$ cat src/hdl/bata_pkg.sv
// Package: shared types and constants for the button autorepeat threshold adjuster.
package bata_pkg;

    localparam int unsigned LEVEL_W = 9;
    localparam int unsigned IV_W    = 6;
    localparam int unsigned HOLD_W  = 8;
    localparam int unsigned BTN_W   = 2;
    localparam int unsigned CFG_W   = 9;
    localparam int unsigned CIDX_W  = 2;

    typedef logic signed [LEVEL_W-1:0] level_t;
    typedef logic [IV_W-1:0]           interval_t;
    typedef logic [HOLD_W-1:0]         hold_t;
    typedef logic [BTN_W-1:0]          button_t;

    localparam button_t BTN_NONE = 2'd0;
    localparam button_t BTN_UP   = 2'd1;
    localparam button_t BTN_DOWN = 2'd2;

    localparam hold_t HOLD_MAX = 8'd255;

    typedef enum logic [CIDX_W-1:0] {
        CFG_UPPER_LIMIT      = 2'd0,
        CFG_LOWER_LIMIT      = 2'd1,
        CFG_INITIAL_INTERVAL = 2'd2,
        CFG_MIN_INTERVAL     = 2'd3
    } cfg_idx_t;

    localparam level_t    UPPER_LIMIT_RST      = 9'sd130;
    localparam level_t    LOWER_LIMIT_RST      = -9'sd30;
    localparam interval_t INITIAL_INTERVAL_RST = 6'd10;
    localparam interval_t MIN_INTERVAL_RST     = 6'd4;
    localparam interval_t REPEAT_INTERVAL_RST  = 6'd10;
    localparam level_t    LEVEL_RST            = 9'sd35;

    typedef struct packed {
        level_t    upper_limit;
        level_t    lower_limit;
        interval_t initial_interval;
        interval_t min_interval;
    } cfg_t;

    typedef struct packed {
        level_t  threshold;
        logic    threshold_changed;
        logic    button_changed;
        button_t previous_button;
    } result_t;

endpackage

$ cat src/hdl/bata_if.sv
// Interfaces: input and result channels with valid/ready handshake.
interface bata_in_if
    import bata_pkg::*;
();
    logic    valid;
    logic    ready;
    button_t button_code;

    modport source (output valid, output button_code, input ready);
    modport sink   (input valid, input button_code, output ready);
endinterface

interface bata_out_if
    import bata_pkg::*;
();
    logic    valid;
    logic    ready;
    level_t  threshold;
    logic    threshold_changed;
    logic    button_changed;
    button_t previous_button;

    modport source (output valid, output threshold, output threshold_changed,
                    output button_changed, output previous_button, input ready);
    modport sink   (input valid, input threshold, input threshold_changed,
                    input button_changed, input previous_button, output ready);
endinterface

$ cat src/hdl/bata_cfg.sv
// Configuration register bank: limits and repeat intervals.
module bata_cfg
    import bata_pkg::*;
(
    input  logic              clk,
    input  logic              rst_n,
    input  logic              cfg_we,
    input  logic [CIDX_W-1:0] cfg_index,
    input  logic [CFG_W-1:0]  cfg_data,
    output cfg_t              cfg
);

    cfg_t cfg_reg;
    cfg_t cfg_next;

    always_comb
    begin
        cfg_next = cfg_reg;
        if (cfg_we)
        begin
            unique case (cfg_idx_t'(cfg_index))
                CFG_UPPER_LIMIT:      cfg_next.upper_limit      = level_t'(cfg_data);
                CFG_LOWER_LIMIT:      cfg_next.lower_limit      = level_t'(cfg_data);
                CFG_INITIAL_INTERVAL: cfg_next.initial_interval = cfg_data[IV_W-1:0];
                CFG_MIN_INTERVAL:     cfg_next.min_interval     = cfg_data[IV_W-1:0];
                default:              cfg_next = cfg_reg;
            endcase
        end
    end

    always_ff @(posedge clk or negedge rst_n)
    begin
        if (!rst_n)
        begin
            cfg_reg.upper_limit      <= UPPER_LIMIT_RST;
            cfg_reg.lower_limit      <= LOWER_LIMIT_RST;
            cfg_reg.initial_interval <= INITIAL_INTERVAL_RST;
            cfg_reg.min_interval     <= MIN_INTERVAL_RST;
        end
        else
        begin
            cfg_reg <= cfg_next;
        end
    end

    assign cfg = cfg_reg;

endmodule

$ cat src/hdl/bata_core.sv
// Step core: input register, hold/interval/level state and per-tick step logic.
module bata_core
    import bata_pkg::*;
(
    input  logic    clk,
    input  logic    rst_n,
    input  cfg_t    cfg,
    input  logic    in_valid,
    output logic    in_ready,
    input  button_t in_button,
    input  logic    can_load,
    output logic    res_load,
    output result_t res
);

    logic      in_vld_reg;
    logic      in_vld_next;
    button_t   btn_reg;
    button_t   last_button_reg;
    button_t   last_button_next;
    hold_t     hold_count_reg;
    hold_t     hold_count_next;
    interval_t interval_reg;
    interval_t interval_next;
    level_t    level_reg;
    level_t    level_next;

    logic      adv;
    logic      changed;
    logic      allowed;
    logic      stepped;
    hold_t     hold_upd;
    interval_t iv_upd;

    assign adv      = in_vld_reg && can_load;
    assign in_ready = !in_vld_reg || adv;

    always_comb
    begin
        in_vld_next = in_vld_reg;
        if (in_ready)
        begin
            in_vld_next = in_valid;
        end
    end

    always_comb
    begin
        changed = (btn_reg != last_button_reg);
        if (changed)
        begin
            hold_upd = '0;
            iv_upd   = cfg.initial_interval;
        end
        else
        begin
            hold_upd = (hold_count_reg < HOLD_MAX) ? hold_count_reg + 8'd1 : hold_count_reg;
            iv_upd   = interval_reg;
        end

        allowed = (hold_upd == '0) || (hold_upd == {{(HOLD_W-IV_W){1'b0}}, iv_upd});

        priority if (allowed && btn_reg == BTN_UP && level_reg < cfg.upper_limit)
        begin
            stepped    = 1'b1;
            level_next = level_reg + 9'sd1;
        end
        else if (allowed && btn_reg == BTN_DOWN && level_reg > cfg.lower_limit)
        begin
            stepped    = 1'b1;
            level_next = level_reg - 9'sd1;
        end
        else
        begin
            stepped    = 1'b0;
            level_next = level_reg;
        end

        hold_count_next = hold_upd;
        interval_next   = iv_upd;
        if (stepped)
        begin
            hold_count_next = '0;
            if (iv_upd > cfg.min_interval)
            begin
                interval_next = iv_upd - 6'd1;
            end
        end
        last_button_next = btn_reg;
    end

    always_ff @(posedge clk or negedge rst_n)
    begin
        if (!rst_n)
        begin
            in_vld_reg      <= 1'b0;
            last_button_reg <= BTN_NONE;
            hold_count_reg  <= '0;
            interval_reg    <= REPEAT_INTERVAL_RST;
            level_reg       <= LEVEL_RST;
        end
        else
        begin
            in_vld_reg <= in_vld_next;
            if (adv)
            begin
                last_button_reg <= last_button_next;
                hold_count_reg  <= hold_count_next;
                interval_reg    <= interval_next;
                level_reg       <= level_next;
            end
        end
    end

    always_ff @(posedge clk)
    begin
        if (in_ready && in_valid)
        begin
            btn_reg <= in_button;
        end
    end

    assign res_load               = adv;
    assign res.threshold          = level_next;
    assign res.threshold_changed  = stepped;
    assign res.button_changed     = changed;
    assign res.previous_button    = last_button_reg;

`ifndef SYNTH
    a_step_by_one: assert property (@(posedge clk) disable iff (!rst_n)
        adv && stepped |=> (level_reg == $past(level_reg) + 9'sd1)
                        || (level_reg == $past(level_reg) - 9'sd1))
        else $error("level moved by other than one on a step");

    a_level_hold: assert property (@(posedge clk) disable iff (!rst_n)
        !(adv && stepped) |=> $stable(level_reg))
        else $error("level changed without a step");

    a_hold_clear: assert property (@(posedge clk) disable iff (!rst_n)
        adv && (changed || stepped) |=> hold_count_reg == '0)
        else $error("hold count not cleared on change or step");

    a_last_button: assert property (@(posedge clk) disable iff (!rst_n)
        adv |=> last_button_reg == $past(btn_reg))
        else $error("last button not tracking processed code");
`endif

endmodule

$ cat src/hdl/bata_out.sv
// Result register: holds one result transaction until the sink takes it.
module bata_out
    import bata_pkg::*;
(
    input  logic    clk,
    input  logic    rst_n,
    input  logic    res_load,
    input  result_t res,
    output logic    can_load,
    output logic    out_valid,
    input  logic    out_ready,
    output result_t out_res
);

    logic    vld_reg;
    logic    vld_next;
    result_t res_reg;

    assign can_load = !vld_reg || out_ready;

    always_comb
    begin
        vld_next = vld_reg;
        if (can_load)
        begin
            vld_next = res_load;
        end
    end

    always_ff @(posedge clk or negedge rst_n)
    begin
        if (!rst_n)
        begin
            vld_reg <= 1'b0;
        end
        else
        begin
            vld_reg <= vld_next;
        end
    end

    always_ff @(posedge clk)
    begin
        if (can_load && res_load)
        begin
            res_reg <= res;
        end
    end

    assign out_valid = vld_reg;
    assign out_res   = res_reg;

endmodule

$ cat src/hdl/button_autorepeat_threshold_adjust.sv
// Top level: button autorepeat threshold adjuster.
// The input register holds the button code; the result register holds each result until taken.
// Throughput: one transaction per cycle while the sink is ready; the step logic is combinational.
// Reset (rst_n low, async): threshold 35, interval 10, hold count 0, last button none,
// limits 130 / -30, intervals 10 / 4; both channels empty.
module button_autorepeat_threshold_adjust
    import bata_pkg::*;
(
    input  logic              clk,
    input  logic              rst_n,
    input  logic              cfg_we,
    input  logic [CIDX_W-1:0] cfg_index,
    input  logic [CFG_W-1:0]  cfg_data,
    bata_in_if.sink           in_ch,
    bata_out_if.source        out_ch
);

    cfg_t    cfg;
    logic    can_load;
    logic    res_load;
    result_t res;
    result_t out_res;

    bata_cfg u_cfg (
        .clk       (clk),
        .rst_n     (rst_n),
        .cfg_we    (cfg_we),
        .cfg_index (cfg_index),
        .cfg_data  (cfg_data),
        .cfg       (cfg)
    );

    bata_core u_core (
        .clk       (clk),
        .rst_n     (rst_n),
        .cfg       (cfg),
        .in_valid  (in_ch.valid),
        .in_ready  (in_ch.ready),
        .in_button (in_ch.button_code),
        .can_load  (can_load),
        .res_load  (res_load),
        .res       (res)
    );

    bata_out u_out (
        .clk       (clk),
        .rst_n     (rst_n),
        .res_load  (res_load),
        .res       (res),
        .can_load  (can_load),
        .out_valid (out_ch.valid),
        .out_ready (out_ch.ready),
        .out_res   (out_res)
    );

    assign out_ch.threshold         = out_res.threshold;
    assign out_ch.threshold_changed = out_res.threshold_changed;
    assign out_ch.button_changed    = out_res.button_changed;
    assign out_ch.previous_button   = out_res.previous_button;

endmodule
$ cat src/flat_wrapper.sv
// flat-port wrapper written by rule: the top's interface ports become plain ports
module button_autorepeat_threshold_adjust_flat import bata_pkg::*;
  (clk, rst_n, cfg_we, cfg_index, cfg_data, in_ch_valid, in_ch_button_code, in_ch_ready, out_ch_valid, out_ch_threshold, out_ch_threshold_changed, out_ch_button_changed, out_ch_previous_button, out_ch_ready);
  bata_in_if in_ch_i ();
  bata_out_if out_ch_i ();
  input  logic clk;
  input  logic rst_n;
  input  logic cfg_we;
  input  logic [CIDX_W-1:0] cfg_index;
  input  logic [CFG_W-1:0] cfg_data;
  input wire logic [$bits(in_ch_i.valid)-1:0] in_ch_valid;
  input wire logic [$bits(in_ch_i.button_code)-1:0] in_ch_button_code;
  output wire logic [$bits(in_ch_i.ready)-1:0] in_ch_ready;
  output wire logic [$bits(out_ch_i.valid)-1:0] out_ch_valid;
  output wire logic [$bits(out_ch_i.threshold)-1:0] out_ch_threshold;
  output wire logic [$bits(out_ch_i.threshold_changed)-1:0] out_ch_threshold_changed;
  output wire logic [$bits(out_ch_i.button_changed)-1:0] out_ch_button_changed;
  output wire logic [$bits(out_ch_i.previous_button)-1:0] out_ch_previous_button;
  input wire logic [$bits(out_ch_i.ready)-1:0] out_ch_ready;
  assign in_ch_i.valid = in_ch_valid;
  assign in_ch_i.button_code = in_ch_button_code;
  assign in_ch_ready = in_ch_i.ready;
  assign out_ch_valid = out_ch_i.valid;
  assign out_ch_threshold = out_ch_i.threshold;
  assign out_ch_threshold_changed = out_ch_i.threshold_changed;
  assign out_ch_button_changed = out_ch_i.button_changed;
  assign out_ch_previous_button = out_ch_i.previous_button;
  assign out_ch_i.ready = out_ch_ready;
  button_autorepeat_threshold_adjust u_core (.clk(clk), .rst_n(rst_n), .cfg_we(cfg_we), .cfg_index(cfg_index), .cfg_data(cfg_data), .in_ch(in_ch_i), .out_ch(out_ch_i));
endmodule
$ cat config.mk
export PLATFORM = sky130hd
export DESIGN_NAME = button_autorepeat_threshold_adjust_flat
export DESIGN_NICKNAME = d
export VERILOG_FILES = /design/src/hdl/bata_pkg.sv /design/src/hdl/bata_if.sv /design/src/hdl/bata_cfg.sv /design/src/hdl/bata_core.sv /design/src/hdl/bata_out.sv /design/src/hdl/button_autorepeat_threshold_adjust.sv /design/src/flat_wrapper.sv
export SDC_FILE = /design/constraint.sdc
export NUM_CORES = 1
export LEC_CHECK = 0
export BUFFER_PORTS_ARGS = -buffer_cell sky130_fd_sc_hd__buf_4
export CAP_MARGIN = 20
export CORE_MARGIN = 8
export CORE_UTILIZATION = 25
export DETAILED_ROUTE_END_ITERATION = 10
export MAX_ROUTING_LAYER = met4
export SLEW_MARGIN = 20
export SYNTH_ARGS = -nofsm -noshare
export SYNTH_HDL_FRONTEND = slang
export SYNTH_SLANG_ARGS = --single-unit
$ cat constraint.sdc
create_clock -name clk -period 3.2 [get_ports clk]
set_clock_uncertainty 0.15 [all_clocks]
set_input_delay 0.32 -clock clk [delete_from_list [all_inputs] [get_ports clk]]
set_output_delay 0.32 -clock clk [all_outputs]
set_load 0.02 [all_outputs]
Word level (Yosys, flattened, before mapping). Index checks and enable logic that the tools add are counted.

Memory bits (writable): 0. Output and inout port bits: 15. Bits in registers: 72. Logic and storage cells: 58. Input bits: 18. Bits in latches: 0. Bits in read-only memories: 0. Memories kept: 0.

Eq/ne operators: 7. Divide/modulo/power cells: 0. Magnitude comparators: 4. Reductions and logical operators: 18. Add/sub/neg operators: 4. Shift-type cells: 0. $mul: 0. Mux-type cells: 10. Bitwise operators: 0.

Operators with widths (number): $mux W8 (3); $mux W6 (3); $mux W9 (2); $add A9 B2 Y9 const B (1); $gt A9 B9 Y1 (1); $lt A9 B9 Y1 (1); $sub A9 B2 Y9 const B (1); $add A8 B1 Y8 const B (1); $eq A8 B6 Y1 (1); $logic_not A8 Y1 (1); $lt A8 B8 Y1 const B (1); $reduce_and A2 Y1 (4); $logic_and A1 B1 Y1 (7); $eq A2 B2 Y1 const B (3); $gt A6 B6 Y1 (1); $sub A6 B1 Y6 const B (1); $eq A2 B1 Y1 const B (2); $logic_or A1 B1 Y1 (3); $logic_not A1 Y1 (2); $logic_not A2 Y1 (1); $mux W1 (2); $ne A2 B2 Y1 (1).

Logic depth before layout (Yosys ltp). Gate-level depths: netlist of run 1.

Depth in word-level cells: 10. Depth in mapped cells: 14.

Modules after synthesis. A second synthesis of run 1 with hierarchy kept.

Cell total of the unflattened synthesis: 424. Area total of the unflattened synthesis: 4445.5 µm².

By module, submodules not included: bata_core (cells an instance 342, instances 1, area an instance 2852.7 µm², sequential area each 716.9 µm²); bata_cfg (cells an instance 65, instances 1, area an instance 1148.6 µm², sequential area each 763.2 µm²); bata_out (cells an instance 17, instances 1, area an instance 444.2 µm², sequential area each 415.4 µm²).

Worst setup path before layout of run 1. OpenSTA, ideal clock, no wires.

Path kind: register to register. From: register u_core.u_core.btn_reg[1]. To: register u_core.u_core.interval_reg[5]. Clock period less this slack: 3.189 ns. Slack: 0.011 ns. Buffers on the path: 1. Arrival time: 2.904 ns. Stages on the path, launching flop included: 13. Cell sequence: edfxtp_1 -> xor2_1 -> nor2_2 -> buf_2 -> mux2i_1 -> inv_1 -> ha_1 -> o21ai_0 -> nand2b_1 -> a211oi_1 -> or4b_2 -> and4b_1 -> o31ai_1.

Word-level cells in the longest chain between the ends: 9. Elaborated cells between the ends (all ways): 18. Classes of those cells: add/sub (1); order compare (1); eq/ne (4); mux (6); reduce/logical (6).

RTL lines: from (decl) (RTL line bata_core.sv:18) `button_t btn_reg;`; from (signal assigned) (RTL line bata_core.sv:119) `btn_reg <= in_button;`; $ne A2 B2 Y1 (RTL line bata_core.sv:49) `changed = (btn_reg != last_button_reg);`; $mux W8 / $mux W6 (equally long branches) (RTL line bata_core.sv:50) `if (changed)`; $eq A8 B6 Y1 / $logic_not A8 Y1 (equally long branches) (RTL line bata_core.sv:61) `allowed = (hold_upd == '0) || (hold_upd == {{(HOLD_W-IV_W){1'b0}}, iv_upd});`; $logic_or A1 B1 Y1 (RTL line bata_core.sv:61); $logic_and A1 B1 Y1 (2 in series) (RTL line bata_core.sv:68) `else if (allowed && btn_reg == BTN_DOWN && level_reg > cfg.lower_limit)`; $mux W1 (RTL line bata_core.sv:68); $mux W1 (RTL line bata_core.sv:63) `priority if (allowed && btn_reg == BTN_UP && level_reg < cfg.upper_limit)`; $mux W6 * (RTL line bata_core.sv:81) `if (stepped)`; to (signal assigned) (RTL line bata_core.sv:109) `interval_reg <= interval_next;`; to (decl) (RTL line bata_core.sv:23) `interval_t interval_reg;`.

Mark *: on every way between the ends. The rest lies on a longest branch, timed or not. A chain may end at the register's enable or synchronous reset.

==> results.yml, run 1 <==
final_layout:
  largest_reg_flops: 30
  fin_cells: 706
  drive_gt1_share_pct: 28.0
  nFillCells: 1688
  area_growth_pct: 25.6
  diodes: 0
  layout.nets: 526
  final_cell_area_um2: 5320
min_path:
  worstHoldPathCells: 1
  hold_path.class: "primary input to register"
  min_to: "u_core.u_core.btn_reg[0]"
  hp-start: "in_ch_button_code[0]"
synthesis:
  ys_top_cells_by_area: "dfrtp_1, edfxtp_1, dfstp_2"
  ys_top_cells_by_count: "dfrtp_1, nand2_1, inv_1"
  yosysWarnings: 0
  yosysTopAreaCell: "dfrtp_1"
  ys_ff_latch: 72
  ys.flop_type: "dfrtp_1"
  netlist_instances: 421
  synthDistinctLibCells: 58
  synth_most_common_cell: "dfrtp_1"
  synthArstFlopShare_pct: 79.2
  synth_edf_count: 15
  synth_top_area_share_pct: 24.8
  synth_area_um2: 4230
  syn-num-nets: 466
  ys_seq_area_share_pct: 44.8
  synth_area_per_cell_um2: 10.1
cts:
  clock_latency_ns: 0.34
  root_buffer: "clkbuf_16"
  cts-buffers-inserted: 9
  cts_tree: "yes"
  htreeDepth: 3
  clock_path_buffers: 2
  clk_pin_slew_ns: 0.06
  cts_sinks: 72
placed_design:
  io_buffer_count: 32
  dp_hpwl_um: 7520
  gp_congestion: 0.827
  place_area_um2: 4860
  dp_cells: 683
sta:
  holdWs_ns: 0.0116
  drv_slew: 0
  setup_viol: 0
  period_needed_ns: 3.16
  fin_crit_sh_pct: 98.8
  max_freq_mhz: 316
  rsz0062_at_grt: "yes"
  max_slew_margin_pct: 50.4
  worst_pin_slew_ns: 0.744
  finalHoldViolCount: 0
  finalSetupTns_ns: 0
critical_path:
  critPathMaxFanout: 5
  r2r_cells: 12
  r2r_start: "u_core.u_core.btn_reg[1]"
  arrival_ns: 3.26
  reg2reg_to: "u_core.u_core.interval_reg[3]"
  cp_num_buf_inv: 3
  crit_chain: "xor2_2 -> nor2_2 -> inv_2 -> buf_6 -> buf_4 -> mux2_2 -> ha_1 -> nand4_1 -> nor2_1 -> or4b_4 -> o211ai_1 -> o311ai_2"
  critPathTopFamily: "simple AND/OR/NAND/NOR gates"
  r2r_setup_slack_ns: 0.04
  endpoint_kind: "register"
  cpPeakStageDelay_ns: 0.54
  worstPathRequired_ns: 3.30
  worst-setup-path-type: "register to register"
  critPathSlowestCell: "or4b_4"
  cp-start-kind: "register"
drt:
  viasPerCell: 4.72
  dr.first_iter.drc_count: 235
  wl_per_cell_um: 14.8
  drt_wl_total_um: 10400
  dr_total_vias: 3329
  drtPass1Iterations: 4
  drc: 0
  final_antenna_net_count: 0
global_routing:
  overflow: 0
  grtUsageTotal_pct: 10.3
  antenna_found_initial: 0
  grt_max_degree: 58
  grt_pass1_wl_um: 17300
  grt_pass1_vias: 3411
job:
  drv_cap: 0
power:
  powerDensity_nw_per_um2: 702
  p_leak_nw: 2.29
  total_power_mw: 3.73
  peakVddDrop_mv: 0.253
floorplan:
  core_um2: 16600
  chipHeight_um: 146
  die_x_um: 146
  rows: 47
  dieArea_um2: 21300
  boundaryPins: 33
  start_util_pct: 25.5
status:
  status: "finished, final reports clean"
## per-layer routing
metal	vias to the layer above	wire (um)	track usage (%)
met4	0	170	4.28
li1	1649	-	-
met1	1597	5040	12.7
met2	74	4620	15.0
met5	-	0	-
met3	9	600	3.43
## stage by stage
stage / util [%] / setup WS, ns
global route: 32.1 / -0.0776
detailed placement: 29.3 / -0.0612
finish: 32.1 / 0.0374
floorplan: - / 0.0113
CTS: 31.3 / 0.0199
global placement: 29.3 / 0.0464
## layout make-up
| class | count | area (um2) | area share [%] |
|---|---|---|---|
| multi-input combinational | 301 | 2260 | 42.5 |
| clock inverter | 7 | 47.5 | 0.894 |
| sequential | 72 | 1900 | 35.7 |
| timing repair inverter | 1 | 7.51 | 0.141 |
| tap | 220 | 275 | 5.18 |
| timing repair buffer | 59 | 464 | 8.73 |
| inverter | 37 | 144 | 2.71 |
| clock buffer | 9 | 225 | 4.24 |
## worst max path at each step
stage                                         from                             to  slack (ns)  depth (start not counted)
after floorplan           u_core.u_core.btn_reg[1]  u_core.u_core.interval_reg[5]        0.01                         12
after global placement    u_core.u_core.btn_reg[1]  u_core.u_core.interval_reg[5]        0.05                         14
after detailed placement  u_core.u_core.btn_reg[1]  u_core.u_core.interval_reg[0]       -0.06                         12
after CTS                 u_core.u_core.btn_reg[0]     u_core.u_core.level_reg[6]        0.02                         11
after global routing      u_core.u_core.btn_reg[1]     u_core.u_core.level_reg[6]       -0.08                         11
final                     u_core.u_core.btn_reg[1]  u_core.u_core.interval_reg[3]        0.04                         12
## power breakdown
part	switching, mW	total, mW	internal [mW]
combinational	0.757	1.42	0.661
clock	0.406	0.930	0.524
sequential	0.187	1.38	1.20
## layout by cell type, fill, tap and decap left out, types with 5 or more instances in the layout
cell / count
dfstp_2: 15
nand2_1: 41
buf_4: 53
and4_1: 6
inv_1: 35
mux2_2: 24
buf_6: 5
nor4_1: 6
xnor2_1: 16
dfrtp_1: 42
ha_1: 27
o21ai_0: 15
clkbuf_16: 9
nand2b_1: 10
a31oi_1: 5
edfxtp_1: 15
and3_1: 7
nand3_1: 9
nor2b_1: 5
nor2_1: 27
a21oi_1: 13
## cell families (layout without fill, tap and decap cells)
group | Yosys count | count (layout) | synth area share (%)
AND/OR/NAND/NOR | 140 | 140 | 17.1
AO/OA/AOI/OAI | 81 | 81 | 13.1
adder cells (fa/ha/maj) | 27 | 27 | 7.98
buffers and inverters | 48 | 113 | 4.58
XOR/XNOR | 25 | 25 | 5.17
multiplexers | 28 | 28 | 7.33
flip-flops | 72 | 72 | 44.8
## repair_timing
action                                 4_1_cts  5_1_grt
resized for setup                            8       19
endpoints found under the hold margin       42        0
setup endpoints to repair                    6       29
hold buffers                                 1        0
cloned                                       0        1
setup buffers                                2        3
pin swaps                                    1       11
(Power assumes the default switching activity.)
==> run 2, diff against run 1 <==
--- a/config.mk
+++ b/config.mk
@@ -10,6 +10,7 @@
 export CORE_MARGIN = 8
 export CORE_UTILIZATION = 25
 export DETAILED_ROUTE_END_ITERATION = 10
+export HOLD_SLACK_MARGIN = 0.05
 export MAX_ROUTING_LAYER = met4
 export SLEW_MARGIN = 20
 export SYNTH_ARGS = -nofsm -noshare
==> results.yml, run 2 (synthesis gave the netlist of run 1 again) <==
critical_path:
  cp-start-kind: "register"
  worstPathRequired_ns: 3.30
  worst-setup-path-type: "register to register"
  arrival_ns: 3.26
  endpoint_kind: "register"
  critPathMaxFanout: 5
floorplan:
  rows: 47
  dieArea_um2: 21300
  start_util_pct: 25.5
  boundaryPins: 33
  chipHeight_um: 146
  core_um2: 16600
  die_x_um: 146
placed_design:
  io_buffer_count: 32
  gp_congestion: 0.827
  dp_hpwl_um: 7520
  pre_cts_slack_ns: -0.0612
  dp_cells: 683
global_routing:
  grt-busiest-layer: "met2"
  grt_pass1_wl_um: 17400
  antenna_found_initial: 0
  gr-usage-met1_pct: 12.8
  grt_use_met2_pct: 15.1
  grt_max_degree: 58
  overflow: 0
  met3_usage_pct: 3.46
  grt_pass1_vias: 3431
  grtUsageTotal_pct: 10.3
sta:
  setup_ws_ns: 0.0376
  finalHoldViolCount: 0
  rsz0062_at_grt: "yes"
  setup_viol: 0
  max_slew_margin_pct: 50.4
  worst_pin_slew_ns: 0.744
  holdWs_ns: 0.0591
  fin_crit_sh_pct: 98.8
  period_needed_ns: 3.16
  drv_slew: 0
  max_freq_mhz: 316
drt:
  wl_per_cell_um: 14.7
  drc: 0
  dr_total_vias: 3356
  drt_wl_total_um: 10400
  drtPass1Iterations: 5
  final_antenna_net_count: 0
  viasPerCell: 4.72
  dr.first_iter.drc_count: 254
final_layout:
  diodes: 0
  fin_cells: 711
  layout.nets: 531
  drive_gt1_share_pct: 27.7
  largest_reg_flops: 30
  area_growth_pct: 26.8
  utilization_pct: 32.4
  layout_common_cells: "buf_4, dfrtp_1, nand2_1"
  final_common_cell: "buf_4"
power:
  pwr-share-seq_pct: 37.0
  peakVddDrop_mv: 0.250
  clkPwrFrac_pct: 24.8
  total_power_mw: 3.74
  intPower_mw: 2.38
  powerDensity_nw_per_um2: 696
  power.switching_mw: 1.35
  sw_frac_of_total_pct: 36.2
  p_comb_share_pct: 38.2
  p_leak_nw: 2.31
cts:
  root_buffer: "clkbuf_16"
  cts_tree: "yes"
  htreeDepth: 3
  cts-buffers-inserted: 9
  clock_path_buffers: 2
  cts_sinks: 72
  clk_pin_slew_ns: 0.06
  clock_latency_ns: 0.34
status:
  status: "finished, final reports clean"
min_path:
  hold_path.class: "primary input to register"
job:
  drv_cap: 0
[run 2: timing repair]
item	4_1_cts	5_1_grt
cloned	0	1
buffers inserted	2	3
endpoints found under the hold margin	47	0
hold buffers	6	0
endpoints found under the setup margin	6	29
resized for setup	8	19
pin swaps	1	11
[run 2: through the flow]
step	setup TNS, ns	area, um2
6_report	0	5370
5_1_grt	-0.587	5370
4_1_cts	0	5240
3_5_place_dp	-0.164	4860
3_3_place_gp	0	4860
2_1_floorplan	0	4230
[run 2: path summary, 6_finish.rpt]
kind / startpoint / to / slack, ns / depth (start not counted)
max: u_core.u_core.btn_reg[1] / u_core.u_core.interval_reg[3] / 0.04 / 12
min: cfg_data[6] / u_core.u_cfg.cfg[27] / 0.06 / 3
max reg2reg: u_core.u_core.btn_reg[1] / u_core.u_core.interval_reg[3] / 0.04 / 12
min reg2reg: u_core.u_core.interval_reg[5] / u_core.u_core.interval_reg[5] / 0.33 / 2
max in group asynchronous: rst_n / u_core.u_core.level_reg[4] / 1.97 / 2
min in group asynchronous: rst_n / u_core.u_cfg.cfg[3] / 0.45 / 2
[run 2: critical path: stages, from the launching register on]
cell and delay (ns):
edfxtp_1 0.49, xor2_2 0.20, nor2_2 0.17, inv_2 0.08, buf_6 0.13, buf_4 0.13
mux2_2 0.31, ha_1 0.30, nand4_1 0.09, nor2_1 0.08, or4b_4 0.54, o211ai_1 0.25
o311ai_2 0.13
[run 2: layout make-up]
type | count | area (um2)
Sequential cell | 72 | 1900
Timing Repair Buffer | 64 | 514
Timing Repair inverter | 1 | 7.51
Clock inverter | 7 | 47.5
Clock buffer | 9 | 225
Tap cell | 220 | 275
Multi-Input combinational cell | 301 | 2260
Fill cell | 1686 | 11200
Inverter | 37 | 144
[run 2: layer usage]
layer | up-vias | part of all wire, %
li1 | 1659 | -
met5 | - | 0
met1 | 1625 | 48
met4 | 0 | 1.9
met3 | 12 | 4.8
met2 | 60 | 45
[run 2: power by group through the flow]
stage | clock network (mW) | registers, mW | logic [mW]
finish | 0.927 | 1.38 | 1.43
global route | 0.995 | 1.41 | 1.59
CTS | 0.950 | 1.37 | 1.33
detailed placement | 0 | 1.39 | 1.28
global placement | 0 | 1.38 | 1.24
floorplan | 0 | 1.39 | 0.842
